===== config.mk =====
export PLATFORM = sky130hd
export DESIGN_NAME = sensor_poll_fault_monitor_unit
export DESIGN_NICKNAME = d
export VERILOG_FILES = /design/src/hw/rtl/spfm_pkg.sv /design/src/hw/rtl/sensor_poll_fault_monitor_unit.sv
export SDC_FILE = /design/constraint.sdc
export NUM_CORES = 1
export LEC_CHECK = 0
export ABC_CLOCK_PERIOD_IN_PS = 18800
export BUFFER_PORTS_ARGS = -buffer_cell sky130_fd_sc_hd__buf_2
export CAP_MARGIN = 20
export CORE_MARGIN = 1.5
export CORE_UTILIZATION = 45
export CTS_BUF_LIST = sky130_fd_sc_hd__clkbuf_4 sky130_fd_sc_hd__clkbuf_8
export DETAILED_ROUTE_END_ITERATION = 6
export HOLD_SLACK_MARGIN = 0.1
export PLACE_DENSITY_LB_ADDON = 0.25
export RECOVER_POWER = 25
export REMOVE_ABC_BUFFERS = 1
export SETUP_SLACK_MARGIN = 0.5
export SKIP_LAST_GASP = 1
export SLEW_MARGIN = 20
export SYNTH_ARGS = -nofsm -noshare
export SYNTH_HDL_FRONTEND = slang
export SYNTH_SLANG_ARGS = --single-unit
export TNS_END_PERCENT = 5

===== constraint.sdc =====
create_clock -name clk -period 18.8 [get_ports clk]
set_input_delay 1.88 -clock clk [delete_from_list [all_inputs] [get_ports clk]]
set_output_delay 1.88 -clock clk [all_outputs]
set_load 0.03 [all_outputs]

===== src/hw/rtl/spfm_pkg.sv =====
// Package for the sensor poll and fault monitor: register indexes, reset
// values of the configuration registers and packed request/result types.
// No dependencies.
`timescale 1ns / 1ps

package spfm_pkg;

  // Configuration port geometry
  localparam int unsigned CfgIdxW  = 3;
  localparam int unsigned CfgDataW = 16;

  // Register indexes
  localparam logic [CfgIdxW-1:0] REG_PROBE_ENABLE    = 3'd0;
  localparam logic [CfgIdxW-1:0] REG_HUMID_ENABLE    = 3'd1;
  localparam logic [CfgIdxW-1:0] REG_PROBE_PERIOD_MS = 3'd2;
  localparam logic [CfgIdxW-1:0] REG_CONVERT_WAIT_MS = 3'd3;
  localparam logic [CfgIdxW-1:0] REG_HUMID_PERIOD_MS = 3'd4;
  localparam logic [CfgIdxW-1:0] REG_FAIL_LIMIT      = 3'd5;
  localparam logic [CfgIdxW-1:0] REG_COLD_LIMIT      = 3'd6;
  localparam logic [CfgIdxW-1:0] REG_HOT_LIMIT       = 3'd7;

  // Register reset values (limits are 35.0 C and 40.0 C in 1/16 C)
  localparam logic               RST_PROBE_ENABLE    = 1'b1;
  localparam logic               RST_HUMID_ENABLE    = 1'b1;
  localparam logic [15:0]        RST_PROBE_PERIOD_MS = 16'd3000;
  localparam logic [15:0]        RST_CONVERT_WAIT_MS = 16'd750;
  localparam logic [15:0]        RST_HUMID_PERIOD_MS = 16'd2500;
  localparam logic [7:0]         RST_FAIL_LIMIT      = 8'd5;
  localparam logic signed [15:0] RST_COLD_LIMIT      = 16'sd560;
  localparam logic signed [15:0] RST_HOT_LIMIT       = 16'sd640;

  // Saturation values of the counters
  localparam logic [15:0] ELAPSED_MAX = 16'hFFFF;
  localparam logic [7:0]  FAIL_MAX    = 8'hFF;

  // Stream widths
  localparam int unsigned InDataW  = 56;
  localparam int unsigned OutDataW = 64;

  // One tick request; last member sits in the lowest bits
  typedef struct packed {
    logic               humid_ok;
    logic signed [10:0] air_reading;
    logic        [9:0]  humid_reading;
    logic               cold_present;
    logic signed [15:0] cold_reading;
    logic               hot_present;
    logic signed [15:0] hot_reading;
  } tick_req_t;

  // One result; last member sits in the lowest bits
  typedef struct packed {
    logic               overheat;
    logic               humid_fault;
    logic               cold_fault;
    logic               hot_fault;
    logic               temps_valid;
    logic        [9:0]  humidity;
    logic signed [10:0] air_temp;
    logic signed [15:0] cold_temp;
    logic signed [15:0] hot_temp;
    logic               humid_sample;
    logic               convert_start;
  } tick_res_t;

  localparam int unsigned ResW = $bits(tick_res_t);

endpackage


===== src/hw/rtl/sensor_poll_fault_monitor_unit.sv =====
// Sensor poll and fault monitor: millisecond tick stream in, one status
// result per tick out. Uses spfm_pkg for types and register constants.
// A request passes the input register, then the update stage into the
// result register. Throughput: one request per cycle unless out_tready
// holds the result register; the state update is a single pass.
// Reset (rst_n low, synchronous): registers return to their defaults,
// counters, latched values and flags clear, both stages empty.
`timescale 1ns / 1ps

module sensor_poll_fault_monitor_unit
  import spfm_pkg::*;
(
  input  logic                clk,
  input  logic                rst_n,
  // Request stream
  input  logic                in_tvalid,
  output logic                in_tready,
  // fields from bit 0: hot_reading[15:0], hot_present, cold_reading[15:0],
  // cold_present, humid_reading[9:0], air_reading[10:0], humid_ok
  input  logic [InDataW-1:0]  in_tdata,
  // Result stream
  output logic                out_tvalid,
  input  logic                out_tready,
  // fields from bit 0: convert_start, humid_sample, hot_temp[15:0],
  // cold_temp[15:0], air_temp[10:0], humidity[9:0], temps_valid, hot_fault,
  // cold_fault, humid_fault, overheat, then zero padding
  output logic [OutDataW-1:0] out_tdata,
  // Configuration write port
  input  logic                cfg_we,
  input  logic [CfgIdxW-1:0]  cfg_index,
  input  logic [CfgDataW-1:0] cfg_wdata
);

  // Configuration registers
  logic               probe_enable_r;
  logic               humid_enable_r;
  logic [15:0]        probe_period_r;
  logic [15:0]        convert_wait_r;
  logic [15:0]        humid_period_r;
  logic [7:0]         fail_limit_r;
  logic signed [15:0] cold_limit_r;
  logic signed [15:0] hot_limit_r;

  // Monitor state
  logic [15:0]        since_probe_r, since_probe_nxt;
  logic [15:0]        since_req_r, since_req_nxt;
  logic               converting_r, converting_nxt;
  logic [15:0]        since_humid_r, since_humid_nxt;
  logic [7:0]         hot_fail_r, hot_fail_nxt;
  logic [7:0]         cold_fail_r, cold_fail_nxt;
  logic [7:0]         humid_fail_r, humid_fail_nxt;
  logic signed [15:0] hot_value_r, hot_value_nxt;
  logic signed [15:0] cold_value_r, cold_value_nxt;
  logic signed [10:0] air_value_r, air_value_nxt;
  logic [9:0]         humid_value_r, humid_value_nxt;
  logic               seen_good_r, seen_good_nxt;

  // Pipeline registers
  logic      s1_valid_r;
  tick_req_t s1_req_r;
  logic      out_valid_r;
  tick_res_t out_res_r;
  tick_res_t res_nxt;

  logic        advance;
  logic [15:0] since_probe_inc, since_req_inc, since_humid_inc;
  logic        start_c, conv_mid, take_c, sample_c;

  // Handshake: stage 1 moves on when the result register is free or drained
  assign advance    = s1_valid_r && (!out_valid_r || out_tready);
  assign in_tready  = !s1_valid_r || advance;
  assign out_tvalid = out_valid_r;
  assign out_tdata  = {{(OutDataW - ResW){1'b0}}, out_res_r};

  // Tick update: saturating elapsed counters, probe and humidity scheduling
  always_comb begin
    since_probe_inc = (since_probe_r == ELAPSED_MAX) ? since_probe_r : since_probe_r + 16'd1;
    since_req_inc   = (since_req_r == ELAPSED_MAX) ? since_req_r : since_req_r + 16'd1;
    since_humid_inc = (since_humid_r == ELAPSED_MAX) ? since_humid_r : since_humid_r + 16'd1;

    start_c  = probe_enable_r && !converting_r && (since_probe_inc >= probe_period_r);
    since_probe_nxt = start_c ? 16'd0 : since_probe_inc;
    since_req_nxt   = start_c ? 16'd0 : since_req_inc;
    conv_mid = converting_r || start_c;
    take_c   = probe_enable_r && conv_mid && (since_req_nxt >= convert_wait_r);
    converting_nxt = take_c ? 1'b0 : conv_mid;

    hot_value_nxt  = hot_value_r;
    cold_value_nxt = cold_value_r;
    hot_fail_nxt   = hot_fail_r;
    cold_fail_nxt  = cold_fail_r;
    seen_good_nxt  = seen_good_r;
    if (take_c) begin
      if (s1_req_r.hot_present) begin
        hot_value_nxt = s1_req_r.hot_reading;
        hot_fail_nxt  = 8'd0;
        seen_good_nxt = 1'b1;
      end else begin
        hot_fail_nxt = (hot_fail_r == FAIL_MAX) ? hot_fail_r : hot_fail_r + 8'd1;
      end
      if (s1_req_r.cold_present) begin
        cold_value_nxt = s1_req_r.cold_reading;
        cold_fail_nxt  = 8'd0;
      end else begin
        cold_fail_nxt = (cold_fail_r == FAIL_MAX) ? cold_fail_r : cold_fail_r + 8'd1;
      end
    end

    sample_c = humid_enable_r && (since_humid_inc >= humid_period_r);
    since_humid_nxt = sample_c ? 16'd0 : since_humid_inc;
    humid_value_nxt = humid_value_r;
    air_value_nxt   = air_value_r;
    humid_fail_nxt  = humid_fail_r;
    if (sample_c) begin
      if (s1_req_r.humid_ok) begin
        humid_value_nxt = s1_req_r.humid_reading;
        air_value_nxt   = s1_req_r.air_reading;
        humid_fail_nxt  = 8'd0;
      end else begin
        humid_fail_nxt = (humid_fail_r == FAIL_MAX) ? humid_fail_r : humid_fail_r + 8'd1;
      end
    end

    // Flags from the updated state
    res_nxt.convert_start = start_c;
    res_nxt.humid_sample  = sample_c;
    res_nxt.hot_temp      = hot_value_nxt;
    res_nxt.cold_temp     = cold_value_nxt;
    res_nxt.air_temp      = air_value_nxt;
    res_nxt.humidity      = humid_value_nxt;
    res_nxt.temps_valid   = seen_good_nxt;
    res_nxt.hot_fault     = probe_enable_r && (hot_fail_nxt > fail_limit_r);
    res_nxt.cold_fault    = probe_enable_r && (cold_fail_nxt > fail_limit_r);
    res_nxt.humid_fault   = humid_enable_r && (humid_fail_nxt > fail_limit_r);
    res_nxt.overheat      = probe_enable_r &&
                            ((cold_value_nxt > cold_limit_r) || (hot_value_nxt > hot_limit_r));
  end

  // Control and state registers
  always_ff @(posedge clk) begin
    if (!rst_n) begin
      s1_valid_r     <= 1'b0;
      out_valid_r    <= 1'b0;
      probe_enable_r <= RST_PROBE_ENABLE;
      humid_enable_r <= RST_HUMID_ENABLE;
      probe_period_r <= RST_PROBE_PERIOD_MS;
      convert_wait_r <= RST_CONVERT_WAIT_MS;
      humid_period_r <= RST_HUMID_PERIOD_MS;
      fail_limit_r   <= RST_FAIL_LIMIT;
      cold_limit_r   <= RST_COLD_LIMIT;
      hot_limit_r    <= RST_HOT_LIMIT;
      since_probe_r  <= '0;
      since_req_r    <= '0;
      converting_r   <= 1'b0;
      since_humid_r  <= '0;
      hot_fail_r     <= '0;
      cold_fail_r    <= '0;
      humid_fail_r   <= '0;
      hot_value_r    <= '0;
      cold_value_r   <= '0;
      air_value_r    <= '0;
      humid_value_r  <= '0;
      seen_good_r    <= 1'b0;
    end else begin
      // Input stage occupancy
      if (in_tready) begin
        s1_valid_r <= in_tvalid;
      end
      // Result stage occupancy
      if (advance) begin
        out_valid_r <= 1'b1;
      end else if (out_tready) begin
        out_valid_r <= 1'b0;
      end
      // Commit the tick update
      if (advance) begin
        since_probe_r <= since_probe_nxt;
        since_req_r   <= since_req_nxt;
        converting_r  <= converting_nxt;
        since_humid_r <= since_humid_nxt;
        hot_fail_r    <= hot_fail_nxt;
        cold_fail_r   <= cold_fail_nxt;
        humid_fail_r  <= humid_fail_nxt;
        hot_value_r   <= hot_value_nxt;
        cold_value_r  <= cold_value_nxt;
        air_value_r   <= air_value_nxt;
        humid_value_r <= humid_value_nxt;
        seen_good_r   <= seen_good_nxt;
      end
      // Register writes; disabling a path clears its failure counters
      if (cfg_we) begin
        unique case (cfg_index)
          REG_PROBE_ENABLE: begin
            probe_enable_r <= cfg_wdata[0];
            if (!cfg_wdata[0]) begin
              hot_fail_r  <= '0;
              cold_fail_r <= '0;
            end
          end
          REG_HUMID_ENABLE: begin
            humid_enable_r <= cfg_wdata[0];
            if (!cfg_wdata[0]) begin
              humid_fail_r <= '0;
            end
          end
          REG_PROBE_PERIOD_MS: probe_period_r <= cfg_wdata;
          REG_CONVERT_WAIT_MS: convert_wait_r <= cfg_wdata;
          REG_HUMID_PERIOD_MS: humid_period_r <= cfg_wdata;
          REG_FAIL_LIMIT:      fail_limit_r   <= cfg_wdata[7:0];
          REG_COLD_LIMIT:      cold_limit_r   <= cfg_wdata;
          REG_HOT_LIMIT:       hot_limit_r    <= cfg_wdata;
          default: ;
        endcase
      end
    end
  end

  // Payload registers
  always_ff @(posedge clk) begin
    if (in_tready && in_tvalid) begin
      s1_req_r <= tick_req_t'(in_tdata);
    end
    if (advance) begin
      out_res_r <= res_nxt;
    end
  end

  // Empty result register always frees the input side
  assert property (@(posedge clk) disable iff (!rst_n)
    !out_valid_r |-> in_tready)
    else $error("input stalled with empty result register");

  // Full pipeline under backpressure takes no new request
  assert property (@(posedge clk) disable iff (!rst_n)
    (s1_valid_r && out_valid_r && !out_tready) |-> !in_tready)
    else $error("request accepted into a blocked pipeline");

  // Every committed tick shows up as a result
  assert property (@(posedge clk) disable iff (!rst_n)
    advance |=> out_valid_r)
    else $error("committed tick produced no result");

  // A conversion only begins with a conversion request
  assert property (@(posedge clk) disable iff (!rst_n)
    $rose(converting_r) |-> $past(advance && start_c))
    else $error("conversion started without a request");

endmodule


==> metrics.md <==
| Metric | Value |
|---|---|
| Initial antenna violation count | 1 |
| Critical-path maximum fanout | 28 |
| Vias in the first global route | 12900 |
| Fillers | 3391 |
| Crit path buf inv count | 1 |
| Hold Fails Final Rpt | 0 |
| Core Util, Final | 51.5% |
| Slowest CP cell | inv_1 |
| Seq cells post-synth | 335 |
| I/O pin cnt | 146 |
| Post-CTS setup buffer count | 0 |
| Htree depth | 2 |
| Die area | 38100 µm² |
| Slew Viols, Final | 79 |
| Clock slew at reported path FFs | 0.06 ns |
| RSZ-0062 raised after global routing | no |
| Initial Util | 45.5% |
| Post-synth ARST share | 0% |
| Fin area | 18800 µm² |
| PortBufs | 141 |
| Fin crit share | 41.1% |
| Post-synth top area share | 26.4% |
| Core box area | 36500 µm² |
| Worst reg-to-reg path cell count | 28 |
| CP top delay family | simple AND/OR/NAND/NOR gates |
| Final WL | 42000 µm |
| Placer Congestion | 0.881 |
| Total GRT Usage | 22.1% |
| Final nets | 2050 |
| Syn. warnings | 0 |
| CP required | 19.22 ns |
| R2r startpoint | since_probe_r[5] |
| DR WL/cell | 17.7 µm |
| Setup_tns | 0 ns |
| CP Launch Type | flop |
| Hold buffers post-CTS | 0 |
| Pwr dens | 81.5 nW/µm² |
| Worst hold start | fail_limit_r[5] |
| Total grt overflow | 0 |
| Post-place setup slack | 11.20 ns |
| # resized after CTS | 0 |
| Placed cell count | 2268 |
| Largest net degree at the start of global routing | 83 |
| Synth top area cells | dfxtp_1, edfxtp_1, ha_1 |
| Largest stage delay, worst path | 0.61 ns |
| EDFF count, synth | 116 |
| Longest Clk Path Bufs | 3 |
| Fmax | 130 MHz |
| Share of post-route cells with drive strength above 1 | 17.3% |
| Via density | 5.50 |
| Kind of critical path | reg2reg |
| Hold Crit Class | reg2reg |
| Hold path endpoint | fail_limit_r[5] |
| Outcome | finished with violations |
| Sink Count | 335 |
| First-pass GRT wire length | 67300 µm |
| Maximum VDD drop | 0.0636 mV |
| Max Cap Viol | 2 |
| Netlist Area Pre-Place | 16600 µm² |
| Most common flop cell mapped by yosys | dfxtp_1 |
| P&R area growth vs syn | 13.2% |
| Failing checks | max-capacitance violations, max-slew violations |
| Row count | 70 |
| Register-to-register setup slack | 11.08 ns |
| Placed cell area | 17600 µm² |
| Tightest Pin Transition | 3.36 ns |
| Drt pass-1 iters | 5 |
| Setup violators final | 0 |
| Die Y | 195 µm |
| CTS tree | done |
| Avg Inst Size Synth | 9.62 µm² |
| PnR worst setup slack | 11.08 ns |
| Critical R2R Capture | out_tdata[59] |
| Skew final | 0.0679 ns |
| Clock network latency to the later pin of the worst-skew pair | 0.67 ns |
| CTS root buf | clkbuf_8 |
| Post-synth top area cell | dfxtp_1 |
| CP Capture Type | flop |
| Die X | 195 µm |
| Residual DRC count | 0 |
| Worst hold path cell count | 2 |
| Via count | 13100 |
| Post-synth cell types | 79 |
| Slew Limit Headroom | -124% |
| Cells after Synth | 1729 |
| HPWL Detailed | 28500 µm |
| Initial DRC count | 810 |
| Final Instance Count excl. Fillers | 2376 |
| Fin crit period | 7.72 ns |
| DRT antenna net count | 0 |
| Leak pwr | 7.97 nW |
| Sequential share of the synthesized area | 47.3% |
| Arr. time, crit path | 8.14 ns |
| Total CTS buffers | 56 |
-- flip-flops by register name (all words and copies together), names as in the netlist, 8 cells and up --
name / count
out_tdata: 60
s1_req_r: 56
cold_limit_r: 16
cold_value_r: 16
convert_wait_r: 16
hot_limit_r: 16
hot_value_r: 16
humid_period_r: 16
probe_period_r: 16
since_humid_r: 16
since_probe_r: 16
since_req_r: 16
air_value_r: 11
humid_value_r: 10
cold_fail_r: 8
fail_limit_r: 8
hot_fail_r: 8
humid_fail_r: 8
-- synth_stat cells, drive strengths merged, types with 5 or more instances --
library cell,n
a211o,5
a211oi,13
a21o,7
a21oi,155
a31o,8
a31oi,25
a32o,15
and2,6
and3,17
and4,7
buf,33
clkbuf,51
dfxtp,219
edfxtp,116
ha,110
inv,99
mux2,57
mux2i,55
nand2,262
nand2b,18
nand3,61
nand4,38
nor2,126
nor2b,9
nor3,17
nor4,11
o211ai,34
o21a,8
o21ai,44
or3,12
or4,9
xnor2,20
xor2,17
-- layout by cell type (no fill, tap or decap), drive strengths merged, types with 12 or more instances in the layout --
master,synthesis,layout
o211ai,34,34
ha,110,110
mux2,57,57
mux2i,55,55
edfxtp,116,116
clkinv,1,18
nand2b,18,18
dfxtp,219,219
clkbuf,51,90
nand2,262,262
nand4,38,38
xnor2,20,20
a211oi,13,13
nor2,126,126
a31oi,25,25
or3,12,12
inv,99,101
nand3,61,61
and3,17,17
nor3,17,17
xor2,17,17
a32o,15,15
a21oi,155,155
buf,33,148
o21ai,44,44
-- tightest hold or removal path, delay by kind of cell, from the launching register on --
family,cells,cell delay [ns]
AO/OA/AOI/OAI,1,0.05
flip-flops,1,0.30
AND/OR/NAND/NOR,1,0.05
-- worst max path at each step --
stage                      from  cells past startpoint             end  slack, ns
6_report       since_probe_r[5]                     28   out_tdata[59]      11.08
5_1_grt        since_probe_r[5]                     28   out_tdata[59]      10.39
4_1_cts        since_probe_r[0]                     30   out_tdata[59]      11.18
3_5_place_dp   since_probe_r[0]                     30   out_tdata[59]      11.20
3_3_place_gp   since_probe_r[4]                     27   out_tdata[59]      11.37
2_1_floorplan        out_tready                      6  air_value_r[0]      11.70
-- per-layer routing --
layer / vias up / track usage [%] / part of all wire (%)
met3: 73 / 3.70 / 4.8
met5: - / 0 / 0
met4: 0 / 9.27 / 3.2
li1: 6475 / - / -
met2: 290 / 36.9 / 48
met1: 6229 / 28.2 / 44
-- kinds of logic after synthesis --
group                    Yosys count  synth area share (%)
AND/OR/NAND/NOR                  599                  16.8
AO/OA/AOI/OAI                    351                  13.4
flip-flops                       335                  47.3
buffers and inverters            184                  4.58
multiplexers                     112                  7.56
adder cells (fa/ha/maj)          110                  8.28
XOR/XNOR                          37                  1.95
other                              1                0.0226
-- per-stage QoR --
step / hold slack [ns] / power, mW
3_5_place_dp: 0.448 / 0.879
4_1_cts: 0.456 / 1.55
5_1_grt: 0.475 / 1.59
2_1_floorplan: 0.428 / 0.838
6_report: 0.453 / 1.53
3_3_place_gp: 0.444 / 0.878
-- power by group --
part / internal, mW / total (mW) / leakage (nW) / switching, mW
registers: 0.769 / 0.779 / 2.89 / 0.0107
clock network: 0.366 / 0.668 / 0.621 / 0.302
logic: 0.0237 / 0.0852 / 4.46 / 0.0615
total: 1.16 / 1.53 / 7.97 / 0.374
-- cell type report --
type	instances	area (µm²)	share of cell area, %
antenna	1	2.50	0.0133
multi-input combinational	1213	8010	42.6
clock buffer	84	1030	5.48
clock inverter	21	141	0.751
timing repair buffer	154	796	4.23
tap	468	586	3.11
sequential	335	7870	41.8
inverter	100	380	2.02
Note: power is estimated with default switching activity, not from simulation.
